## src/sv/mfp_pkg.sv

```systemverilog
// Shared types, constants and helper functions for the Mollweide forward projection.
// Used by every module of the block; depends on nothing else.
package mfp_pkg;

   // Iteration counts.
   localparam int NEWTON_STEPS = 8;
   localparam int CORDIC_STEPS = 28;

   // Port field widths.
   localparam int LAT_W = 24;
   localparam int LON_W = 25;
   localparam int X_W   = 27;
   localparam int Y_W   = 26;

   // Internal widths.
   localparam int ANG_W      = 36;
   localparam int MAG_W      = 34;
   localparam int PROD_W     = 2 * MAG_W;
   localparam int DIV_NUM_W  = 64;
   localparam int DIV_DEN_W  = 36;
   localparam int DIV_CNT_W  = $clog2(DIV_NUM_W + 1);
   localparam int COR_IDX_W  = $clog2(CORDIC_STEPS);
   localparam int ITER_W     = $clog2(NEWTON_STEPS + 1);

   // Fixed-point scaling.
   localparam int FRAC   = 30;
   localparam int OUT_SH = 36;
   localparam int X_MAX  = (1 << (X_W - 1)) - 1;
   localparam int Y_MAX  = (1 << (Y_W - 1)) - 1;

   // Degrees to radians: divide by 180 * 2^16 = 45 * 2^18, rounded.
   localparam int DEG_SHIFT = 18;
   localparam int DEG_DIV   = 45;
   localparam int DEG_HALF  = 5898240;

   // Divide by 45 one byte of quotient per cycle. Each byte comes from a
   // reciprocal multiplication that is exact for partial values below 45 * 256.
   localparam int DEG_NUM_W    = 40;
   localparam int DEG_DIGIT_W  = 8;
   localparam int DEG_DIGITS   = DEG_NUM_W / DEG_DIGIT_W;
   localparam int DEG_CNT_W    = $clog2(DEG_DIGITS);
   localparam int DEG_REM_W    = $clog2(DEG_DIV);
   localparam int DEG_PART_W   = DEG_REM_W + DEG_DIGIT_W;
   localparam int DEG_RECIP_W  = 15;
   localparam int DEG_PROD_W   = DEG_PART_W + DEG_RECIP_W;
   localparam int DEG_RECIP    = 23302;
   localparam int DEG_RECIP_SH = 20;

   typedef logic signed [ANG_W-1:0] ang_type;

   // Q30 constants.
   localparam ang_type PI_Q      = 36'sh0C90FDAA2;
   localparam ang_type HALF_PI_Q = PI_Q >>> 1;
   localparam ang_type TWO_PI_Q  = PI_Q <<< 1;
   localparam ang_type SQRT2_Q   = 36'sh05A82799A;
   localparam ang_type GAIN_Q    = 36'sh026DD3B6A;
   localparam ang_type ONE_Q     = 36'sh040000000;
   localparam ang_type DF_MIN    = 36'sd64;
   localparam logic [63:0] SCALE_X_RAW =
      ((64'h0B504F334 << FRAC) + 64'h0C90FDAA2 / 2) / 64'h0C90FDAA2;
   localparam ang_type SCALE_X_Q = ANG_W'(SCALE_X_RAW);

   // Datapath operations issued by the controller.
   typedef enum logic [4:0] {
      OP_NONE,
      OP_LOAD,
      OP_MUL_LAT,
      OP_MUL_LON,
      OP_DIV_DEG,
      OP_SET_PHI,
      OP_SET_LAM,
      OP_COR_PHI,
      OP_MUL_TGT,
      OP_SET_TGT,
      OP_COR_2TH,
      OP_EVAL,
      OP_DIV_F,
      OP_UPD,
      OP_COR_TH,
      OP_MUL_LC,
      OP_SET_TMP,
      OP_MUL_SX,
      OP_SET_X,
      OP_MUL_Y,
      OP_SET_Y,
      OP_OUT
   } dp_op_type;

   typedef struct packed {
      dp_op_type op;
   } dp_cmd_type;

   typedef struct packed {
      logic cor_done;
      logic div_done;
      logic deg_done;
      logic df_small;
      logic conv;
   } dp_status_type;

   typedef enum logic [4:0] {
      ST_IDLE,
      ST_MUL_LAT,
      ST_DIV_LAT,
      ST_WAIT_LAT,
      ST_MUL_LON,
      ST_DIV_LON,
      ST_WAIT_LON,
      ST_COR_PHI,
      ST_WAIT_PHI,
      ST_SET_TGT,
      ST_COR_2TH,
      ST_WAIT_2TH,
      ST_CHECK,
      ST_WAIT_F,
      ST_COR_TH,
      ST_WAIT_TH,
      ST_SET_TMP,
      ST_MUL_SX,
      ST_SET_X,
      ST_MUL_Y,
      ST_SET_Y,
      ST_OUT
   } ctrl_state_type;

   // CORDIC arctangent of 2^-idx in Q30.
   function automatic ang_type atan_q(input logic [COR_IDX_W-1:0] idx);
      ang_type r;
      case (int'(idx))
         0: r = 36'sh03243F6A8;
         1: r = 36'sh01DAC6705;
         2: r = 36'sh00FADBAFC;
         3: r = 36'sh007F56EA6;
         4: r = 36'sh003FEAB76;
         5: r = 36'sh001FFD55B;
         6: r = 36'sh000FFFAAA;
         7: r = 36'sh0007FFF55;
         8: r = 36'sh0003FFFEA;
         9: r = 36'sh0001FFFFD;
         default: begin
            if (int'(idx) <= FRAC) begin
               r = ang_type'(36'sd1 <<< (FRAC - int'(idx)));
            end else begin
               r = '0;
            end
         end
      endcase
      return r;
   endfunction

endpackage

```

## src/sv/mfp_ctrl.sv

```systemverilog
// Controller state machine that sequences the projection datapath and the handshakes.
// Depends on mfp_pkg.
module mfp_ctrl (
   input  logic                   clock,
   input  logic                   reset,
   input  logic                   req_valid,
   output logic                   req_ready,
   output logic                   rsp_valid,
   input  logic                   rsp_ready,
   input  mfp_pkg::dp_status_type status,
   output mfp_pkg::dp_cmd_type    cmd
);
   import mfp_pkg::*;

   ctrl_state_type state_ff, state_in;
   logic [ITER_W-1:0] iter_ff, iter_in;
   logic rsp_valid_ff, rsp_valid_in;

   // State, iteration count and output valid registers.
   always_ff @(posedge clock) begin
      if (reset) begin
         state_ff     <= ST_IDLE;
         iter_ff      <= '0;
         rsp_valid_ff <= 1'b0;
      end else begin
         state_ff     <= state_in;
         iter_ff      <= iter_in;
         rsp_valid_ff <= rsp_valid_in;
      end
   end

   // Next state and datapath commands.
   always_comb begin
      state_in     = state_ff;
      iter_in      = iter_ff;
      rsp_valid_in = rsp_valid_ff && !rsp_ready;
      req_ready    = 1'b0;
      cmd.op       = OP_NONE;
      case (state_ff)
         ST_IDLE: begin
            req_ready = 1'b1;
            if (req_valid) begin
               cmd.op   = OP_LOAD;
               state_in = ST_MUL_LAT;
            end
         end
         ST_MUL_LAT: begin
            cmd.op   = OP_MUL_LAT;
            state_in = ST_DIV_LAT;
         end
         ST_DIV_LAT: begin
            cmd.op   = OP_DIV_DEG;
            state_in = ST_WAIT_LAT;
         end
         ST_WAIT_LAT: begin
            if (status.deg_done) begin
               cmd.op   = OP_SET_PHI;
               state_in = ST_MUL_LON;
            end
         end
         ST_MUL_LON: begin
            cmd.op   = OP_MUL_LON;
            state_in = ST_DIV_LON;
         end
         ST_DIV_LON: begin
            cmd.op   = OP_DIV_DEG;
            state_in = ST_WAIT_LON;
         end
         ST_WAIT_LON: begin
            if (status.deg_done) begin
               cmd.op   = OP_SET_LAM;
               state_in = ST_COR_PHI;
            end
         end
         ST_COR_PHI: begin
            cmd.op   = OP_COR_PHI;
            state_in = ST_WAIT_PHI;
         end
         ST_WAIT_PHI: begin
            if (status.cor_done) begin
               cmd.op   = OP_MUL_TGT;
               state_in = ST_SET_TGT;
            end
         end
         ST_SET_TGT: begin
            cmd.op   = OP_SET_TGT;
            iter_in  = '0;
            state_in = ST_COR_2TH;
         end
         ST_COR_2TH: begin
            cmd.op   = OP_COR_2TH;
            state_in = ST_WAIT_2TH;
         end
         ST_WAIT_2TH: begin
            if (status.cor_done) begin
               cmd.op   = OP_EVAL;
               state_in = ST_CHECK;
            end
         end
         // A flat derivative ends the iteration, as at the poles.
         ST_CHECK: begin
            if (status.df_small) begin
               state_in = ST_COR_TH;
            end else begin
               cmd.op   = OP_DIV_F;
               state_in = ST_WAIT_F;
            end
         end
         ST_WAIT_F: begin
            if (status.div_done) begin
               cmd.op = OP_UPD;
               if (status.conv || (iter_ff == ITER_W'(NEWTON_STEPS - 1))) begin
                  state_in = ST_COR_TH;
               end else begin
                  iter_in  = iter_ff + 1'b1;
                  state_in = ST_COR_2TH;
               end
            end
         end
         ST_COR_TH: begin
            cmd.op   = OP_COR_TH;
            state_in = ST_WAIT_TH;
         end
         ST_WAIT_TH: begin
            if (status.cor_done) begin
               cmd.op   = OP_MUL_LC;
               state_in = ST_SET_TMP;
            end
         end
         ST_SET_TMP: begin
            cmd.op   = OP_SET_TMP;
            state_in = ST_MUL_SX;
         end
         ST_MUL_SX: begin
            cmd.op   = OP_MUL_SX;
            state_in = ST_SET_X;
         end
         ST_SET_X: begin
            cmd.op   = OP_SET_X;
            state_in = ST_MUL_Y;
         end
         ST_MUL_Y: begin
            cmd.op   = OP_MUL_Y;
            state_in = ST_SET_Y;
         end
         ST_SET_Y: begin
            cmd.op   = OP_SET_Y;
            state_in = ST_OUT;
         end
         // Move the result into the output register once it is free.
         ST_OUT: begin
            if (!rsp_valid_ff || rsp_ready) begin
               cmd.op       = OP_OUT;
               rsp_valid_in = 1'b1;
               state_in     = ST_IDLE;
            end
         end
         default: state_in = ST_IDLE;
      endcase
   end

   assign rsp_valid = rsp_valid_ff;

endmodule

```

## config.mk

```make
export PLATFORM = sky130hd
export DESIGN_NAME = mfp_ctrl
export DESIGN_NICKNAME = d
export VERILOG_FILES = /design/src/sv/mfp_pkg.sv /design/src/sv/mfp_ctrl.sv
export SDC_FILE = /design/constraint.sdc
export NUM_CORES = 1
export LEC_CHECK = 0
export BUFFER_PORTS_ARGS = -buffer_cell sky130_fd_sc_hd__buf_2
export CORE_UTILIZATION = 55
export CTS_BUF_LIST = sky130_fd_sc_hd__clkbuf_8
export CTS_CLUSTER_DIAMETER = 60
export DETAILED_ROUTE_END_ITERATION = 8
export GPL_TIMING_DRIVEN = 0
export PLACE_DENSITY_LB_ADDON = 0.25
export RECOVER_POWER = 50
export SLEW_MARGIN = 20
export SYNTH_ARGS = -nofsm -noshare
export SYNTH_HDL_FRONTEND = slang
export SYNTH_SLANG_ARGS = --single-unit
```

## constraint.sdc

```tcl
create_clock -name clock -period 2.3 [get_ports clock]
set_input_delay 0.23 -clock clock [delete_from_list [all_inputs] [get_ports clock]]
set_output_delay 0.23 -clock clock [all_outputs]
set_load 0.05 [all_outputs]
```

* Yosys cells after proc, flatten, opt, wreduce, memory -nomap -nowiden
Cells that the tools add are included. W data, S select, Z words.
Cells by class: equal/unequal tests 31, mux-type cells 27, $add $sub $neg 1, reduce and logical (&&, ||, !) cells 10
Operators by type and width (count):
- $pmux W5 S22 | 1
- $pmux W5 S21 | 1
- $mux W5 | 9
- $eq A5 B4 Y1 const B | 8
- $eq A5 B5 Y1 const B | 6
- $mux W4 | 7
- $eq A5 B3 Y1 const B | 4
- $ne A2 B2 Y1 const B | 9
- $eq A5 B2 Y1 const B | 2
- $mux W3 | 3
- $pmux W4 S2 | 1
- $reduce_and A8 Y1 | 1
- $eq A5 B1 Y1 const B | 1
- $logic_not A5 Y1 | 1
- $add A4 B1 Y4 const B | 1
- $eq A4 B3 Y1 const B | 1
- $mux W1 | 4
- $reduce_and A3 Y1 | 1
- $logic_not A1 Y1 | 2
- $logic_or A1 B1 Y1 | 2
- $mux W2 | 1
- $reduce_bool A2 Y1 | 1
- $reduce_or A2 Y1 | 1
- $logic_and A1 B1 Y1 | 1
Storage, ports and cells: register bits after elaboration 10, output and inout port bits 7, logic and storage cells 72

* Depth between registers and ports, before layout
Gate-level depths: netlist of run 1.
depth after elaboration 5, gate-level depth with buffers 7, mapped depth without buffers 6

* Least setup slack after synthesis of run 1
Ideal clock, no wire load.
kind register to output, from reg state_ff[0], to out cmd[3] (netlist name), required time 2.070 ns, cell stages (with the launch flop) 6, path buffers 1, arrival 2.096 ns, slack -0.026 ns, path through dfxtp_1 -> buf_2 -> mux2_1 -> o21ai_1 -> nor2_1 -> nor3_1
RTL lines:
- start, declared | line mfp_ctrl.sv:15 | ctrl_state_type state_ff, state_in;
- start signal, assigned | line mfp_ctrl.sv:26 | state_ff <= state_in;
- end, declared | line mfp_ctrl.sv:11 | output mfp_pkg::dp_cmd_type cmd

==> impl_metrics.json, run 1 <==
{
  "outcome": "complete, no violations",
  "critPathRequiredTime_ns": 2.07,
  "via_count_of_the_first_global_routing_pass": 1025,
  "slew_violations": 0,
  "floorplan.initialDensity": 0.617,
  "yosys-top-cells-area": "sky130_fd_sc_hd__dfxtp_1, sky130_fd_sc_hd__nand2_1, sky130_fd_sc_hd__xor2_1",
  "cts.hold.buffers_added": 0,
  "placementRows": 14,
  "synth_edf_count": 0,
  "r2r_slack_ns": 0.43,
  "synth_most_common_cell": "sky130_fd_sc_hd__nand2_1",
  "post-layout-total-power_mw": 1.49,
  "power.density_cell_area_nw_per_um2": 1310,
  "numPortBuffers": 14,
  "cts-buffers-inserted": 3,
  "detail_route.drc_violations": 0,
  "max_slew.worst_pin.slew_ns": 0.584,
  "cts_post_setup_buffers_inserted": 0,
  "gr-total-overflow": 0,
  "clock_sinks": 10,
  "post_synth_xor_area_fraction": 0.0534,
  "ys_seq_area_frac": 0.204,
  "final_util": 0.712,
  "largest_driver_fanout_on_the_critical_path": 10,
  "sequential_cell_area_um2": 200,
  "post-synth-top-area-fraction": 0.204,
  "io_pins": 16,
  "detailedPlacementHpwl_um": 2090,
  "fp.coreArea_um2": 1590,
  "grt_pass1_wl_um": 4730,
  "insertedDiodeCount": 0,
  "post_synth_and_or_nand_nor_area_fraction": 0.346,
  "routed_wirelength_um": 2890,
  "layout.cells.non_filler": 177,
  "setup_total_negative_slack_ns": 0,
  "grt_start_max_net_pins": 11,
  "nNetsFinal": 164,
  "die_height_um": 44.3,
  "synth_compound_gate_area_share": 0.303,
  "worst-r2r-cell-count": 6,
  "layout-drive-gt1-share": 0.229,
  "class_of_the_worst_hold_path": "in2reg",
  "worst_skew_pair.late_latency_ns": 0.24,
  "place.detailed.instances": 174,
  "final_design_area_no_fill_um2": 1130,
  "min_delay_worst_endpoint": "iter_ff[1]$_SDFFE_PP0P_",
  "timing.final.setup_violations": 0,
  "maxCapViolations": 0,
  "synth_top_family_by_area": "simple AND/OR/NAND/NOR gates",
  "drt.antenna.violating_nets": 0,
  "postSynth.topFlopCell": "sky130_fd_sc_hd__dfxtp_1",
  "postLayoutSetupSlackWorst_ns": 0.149,
  "groute.usage.overall": 0.331,
  "synth_seq_cells": 10,
  "htree_num_levels": 1,
  "grt_setup_unrepaired": "no",
  "postSynthNetCount": 146,
  "max_slew_margin": 0.612,
  "end_kind": "primary output",
  "cts_resized": 0,
  "arrival_ns": 1.92,
  "post_synth_fa_ha_maj_area_fraction": 0.0127,
  "ys_warn_count": 0,
  "worst_clock_skew_ns": 0.00497,
  "vdd_drop_max_mv": 0.765,
  "worstReg2RegEnd": "state_ff[2]$_SDFFE_PP0P_",
  "kind_of_launch_point_of_the_worst_setup_path": "flop",
  "syn_avg_cell_area_um2": 7.23,
  "timing.fmax_mhz": 465,
  "design.die.area_um2": 1960,
  "detailedRoute.firstPassIterationCount": 4,
  "layout.filler_cells": 139,
  "hold_path_origin": "status[0]",
  "crit_type": "reg2out",
  "clkTransAtPathRegs_ns": 0.05,
  "postSynth.asyncResetShare": 0,
  "post-route-min-period_ns": 2.15,
  "dp_worst_setup_slack_ns": 0.333,
  "number_of_distinct_library_cell_variants_in_the_gate_level_netlist_after_synthesis": 48,
  "dr.first_iter.drc_count": 49,
  "whs_path_depth": 4,
  "tritoncts": "built",
  "flow.area_growth_from_synthesis_pct": 15.4,
  "cts.path.max_buffers": 2,
  "placed_cell_area_um2": 1090,
  "wl_per_cell_um": 16.3,
  "postSynthCellCount": 136,
  "final_hold_viol_count": 0,
  "detailroute.via_count": 1128,
  "synth.cell_area_um2": 983,
  "multiInputGateArea_um2": 713,
  "antenna_found_initial": 0,
  "netlist_top_cells_count": "sky130_fd_sc_hd__nand2_1, sky130_fd_sc_hd__nor2_1, sky130_fd_sc_hd__dfxtp_1",
  "post_synth_mux_area_share": 0.0115,
  "hold_slack_ns": 0.336,
  "critical_path.reg2reg.startpoint": "state_ff[4]$_SDFFE_PP0P_",
  "globalplace.congestion": 0.919,
  "chipWidth_um": 44.3,
  "route.detailed.vias_per_inst": 6.37,
  "clock_tree.root_cell": "sky130_fd_sc_hd__clkbuf_8",
  "post-route-period-util": 0.935,
  "total_leakage_power_nw": 0.469,
  "synthDominantAreaCellType": "sky130_fd_sc_hd__dfxtp_1"
}
## where the power goes
group / internal, mW / total (mW) / switching, mW / leakage, nW
sequential: 0.202 / 0.229 / 0.0272 / 0.0813
clock: 0.151 / 0.223 / 0.0719 / 0.0288
combinational: 0.328 / 1.03 / 0.706 / 0.359
## sequential cells by signal, summed over array words and instances, names as in the netlist
name       flops
state_ff       5
iter_ff        4
rsp_valid      1
## area by class of cell
cell class                      count  area share
Buffer                             11      0.0463
Multi-Input combinational cell    110       0.628
Timing Repair Buffer               14      0.0606
Sequential cell                    10       0.176
Inverter                            4      0.0132
Clock buffer                        4      0.0485
Tap cell                           24      0.0265
## critical path, stage by stage, from the launching register on
cell                       delay (ns)
sky130_fd_sc_hd__dfxtp_1         0.35
sky130_fd_sc_hd__buf_2           0.21
sky130_fd_sc_hd__nor3b_1         0.36
sky130_fd_sc_hd__nand2_1         0.12
sky130_fd_sc_hd__o32ai_1         0.20
sky130_fd_sc_hd__a211oi_1        0.11
sky130_fd_sc_hd__nand3_1         0.09
sky130_fd_sc_hd__buf_2           0.26
## worst max path at each step
| stage | from | slack, ns | end | cells past startpoint |
|---|---|---|---|---|
| floorplan | state_ff[3]$_SDFFE_PP0P_ | 0.21 | cmd[0] | 5 |
| global placement | state_ff[3]$_SDFFE_PP0P_ | 0.34 | cmd[0] | 7 |
| detailed placement | state_ff[3]$_SDFFE_PP0P_ | 0.33 | cmd[0] | 7 |
| CTS | state_ff[3]$_SDFFE_PP0P_ | 0.07 | cmd[0] | 7 |
| global route | state_ff[1]$_SDFFE_PP0P_ | 0.007 | cmd[0] | 7 |
| finish | state_ff[1]$_SDFFE_PP0P_ | 0.15 | cmd[0] | 7 |
## logic make-up after synthesis
kind of cell / Yosys count
adder cells (fa/ha/maj): 1
flip-flops: 10
buffers and inverters: 16
AND/OR/NAND/NOR: 65
XOR/XNOR: 6
AO/OA/AOI/OAI: 37
multiplexers: 1
## metal layers
metal	global-route usage	vias to the layer above	routed length, um
met5	0	-	0
met4	0.145	0	102
met3	0.0694	15	287
met2	0.518	76	1280
met1	0.439	505	1220
li1	-	532	-
## cells in the final DEF, fill, tap and decap left out, drive strengths merged, types with 3 or more instances in the layout
cell type  instances
a211oi             3
a21oi              8
buf               22
nor2              12
nor3               5
clkbuf             7
nor2b              3
o21ai              8
a21o               3
dfxtp             10
nand3              6
nand2b             5
inv                4
o32ai              3
nand2             18
xor2               5
No activity file was read; power rests on OpenSTA's default activity.
==> inputs of run 2 (changes only) <==
--- a/config.mk
+++ b/config.mk
@@ -11,7 +11,7 @@
 export CTS_CLUSTER_DIAMETER = 60
 export DETAILED_ROUTE_END_ITERATION = 8
 export GPL_TIMING_DRIVEN = 0
-export PLACE_DENSITY_LB_ADDON = 0.25
+export PLACE_DENSITY = 0.78
 export RECOVER_POWER = 50
 export SLEW_MARGIN = 20
 export SYNTH_ARGS = -nofsm -noshare
==> run 2 against run 1 <==
  * Clock skew is 0.0014 ns lower
  * Global-route usage is 1.5 points lower
  * Sequential cell count stayed put
  * Largest cell class unchanged
  * Sequential share of layout area is 0.20 points higher
  * Sequential power is 2% higher
==> impl_metrics.json, run 2 (same netlist as run 1, synthesis figures left out) <==
{
  "outcome": "complete, no violations",
  "critPathRequiredTime_ns": 2.07,
  "via_count_of_the_first_global_routing_pass": 963,
  "layout_common_cells": "sky130_fd_sc_hd__buf_2, sky130_fd_sc_hd__nand2_1, sky130_fd_sc_hd__nor2_1",
  "layout-drive-gt1-share": 0.224,
  "detail_route.drc_violations": 0,
  "grt_pass1_wl_um": 4580,
  "fp.coreArea_um2": 1590,
  "post-route-min-period_ns": 2.16,
  "detailedPlacementHpwl_um": 2110,
  "die_height_um": 44.3,
  "dp_worst_setup_slack_ns": 0.307,
  "clock_tree.root_cell": "sky130_fd_sc_hd__clkbuf_8",
  "clock_sinks": 10,
  "cp.buffers_inverters": 2,
  "kind_of_launch_point_of_the_worst_setup_path": "flop",
  "final_hold_viol_count": 0,
  "flow.area_growth_from_synthesis_pct": 14.1,
  "largest_register_ff_count": 5,
  "wl_per_cell_um": 15.9,
  "worst_path_max_delay_cell": "sky130_fd_sc_hd__and2_1",
  "htree_num_levels": 1,
  "timing.fmax_mhz": 462,
  "vdd_drop_max_mv": 0.722,
  "slew_violations": 0,
  "top_cell_family_by_delay_on_the_critical_path": "simple AND/OR/NAND/NOR gates",
  "detailedRoute.firstPassIterationCount": 4,
  "delay_contributed_by_the_slowest_stage_of_the_critical_path_ns": 0.36,
  "setup_total_negative_slack_ns": 0,
  "placementRows": 14,
  "worst_skew_pair.late_latency_ns": 0.24,
  "route.detailed.vias_per_inst": 6.35,
  "tritoncts": "built",
  "insertedDiodeCount": 0,
  "largest_register": "state_ff",
  "cell_with_the_most_instances_on_the_worst_path": "sky130_fd_sc_hd__buf_2",
  "max_slew_margin": 0.608,
  "detailroute.via_count": 1117,
  "gr-total-overflow": 0,
  "total_leakage_power_nw": 0.460,
  "maxCapViolations": 0,
  "end_kind": "primary output",
  "globalplace.congestion": 0.907,
  "groute.usage.overall": 0.316,
  "nNetsFinal": 164,
  "class_of_the_worst_hold_path": "in2reg",
  "floorplan.initialDensity": 0.617,
  "grt_start_max_net_pins": 11,
  "chipWidth_um": 44.3,
  "grt_setup_unrepaired": "no",
  "postLayoutSetupSlackWorst_ns": 0.135,
  "arrival_ns": 1.93,
  "worst_clock_skew_ns": 0.00359,
  "drt.antenna.violating_nets": 0,
  "mostFrequentLayoutCell": "sky130_fd_sc_hd__buf_2",
  "post-route-period-util": 0.941,
  "r2r_slack_ns": 0.36,
  "clkTransAtPathRegs_ns": 0.05,
  "largest_driver_fanout_on_the_critical_path": 10,
  "routed_wirelength_um": 2800,
  "design.die.area_um2": 1960,
  "max_slew.worst_pin.slew_ns": 0.587,
  "timing.final.setup_violations": 0,
  "cts-buffers-inserted": 3,
  "cp_cell_sequence": "buf_2, and2_1, nand2_1, o32ai_1, a211oi_1, nand3_1, buf_2",
  "dr.first_iter.drc_count": 50,
  "cts.path.max_buffers": 2,
  "power.density_cell_area_nw_per_um2": 1280,
  "crit_type": "reg2out",
  "io_pins": 16,
  "numPortBuffers": 14,
  "antenna_found_initial": 0,
  "cts_post_setup_buffers_inserted": 0
}
run 2: timing repair:
item	in CTS	in global routing
resized for setup	0	2
hold buffers	0	0
setup endpoints to repair	0	3
run 2: per-layer routing:
layer,GRT usage,wire length (um)
met3,0.0612,228
met4,0.109,53
met1,0.448,1240
met5,0,0
met2,0.476,1280
run 2: final cells by class:
class | instances | area, um2
timing repair buffer | 14 | 68.8
fill | 145 | 472
clock buffer | 3 | 41.3
sequential | 10 | 200
buffer | 11 | 51.3
multi-input combinational | 110 | 716
inverter | 4 | 15.0
tap | 24 | 30.0
run 2: worst paths after layout:
kind,endpoint,cells after the start,start
worst min register to register,iter_ff[3]$_SDFFE_PP0P_,2,iter_ff[3]$_SDFFE_PP0P_
worst max-delay path,cmd[0],7,state_ff[2]$_SDFFE_PP0P_
worst min-delay path,iter_ff[1]$_SDFFE_PP0P_,4,status[0]
worst max register to register,state_ff[2]$_SDFFE_PP0P_,6,state_ff[4]$_SDFFE_PP0P_
run 2: where the power goes:
| group | switching [mW] | total [mW] | internal (mW) |
|---|---|---|---|
| Sequential | 0.0302 | 0.233 | 0.202 |
| Clock | 0.0662 | 0.181 | 0.114 |
| Combinational | 0.702 | 1.02 | 0.321 |
| Total | 0.799 | 1.44 | 0.638 |
run 2: worst reg2reg max path, delay by kind of cell (launching register included):
family	cells	cell delay (ns)
AND/OR/NAND/NOR	2	0.71
buffers and inverters	1	0.17
flip-flops	1	0.31
AO/OA/AOI/OAI	3	0.62
run 2: metrics by stage:
| stage | util | power, mW | cells | area, um2 | hold WS (ns) |
|---|---|---|---|---|---|
| global route | 0.704 | 1.53 | 176 | 1120 | 0.383 |
| CTS | 0.709 | 1.43 | 177 | 1130 | 0.353 |
| floorplan | - | 1.04 | 136 | 988 | 0.415 |
| global placement | 0.683 | 1.22 | 174 | 1090 | 0.488 |
| finish | 0.704 | 1.44 | 176 | 1120 | 0.360 |
| detailed placement | 0.683 | 1.25 | 174 | 1090 | 0.493 |
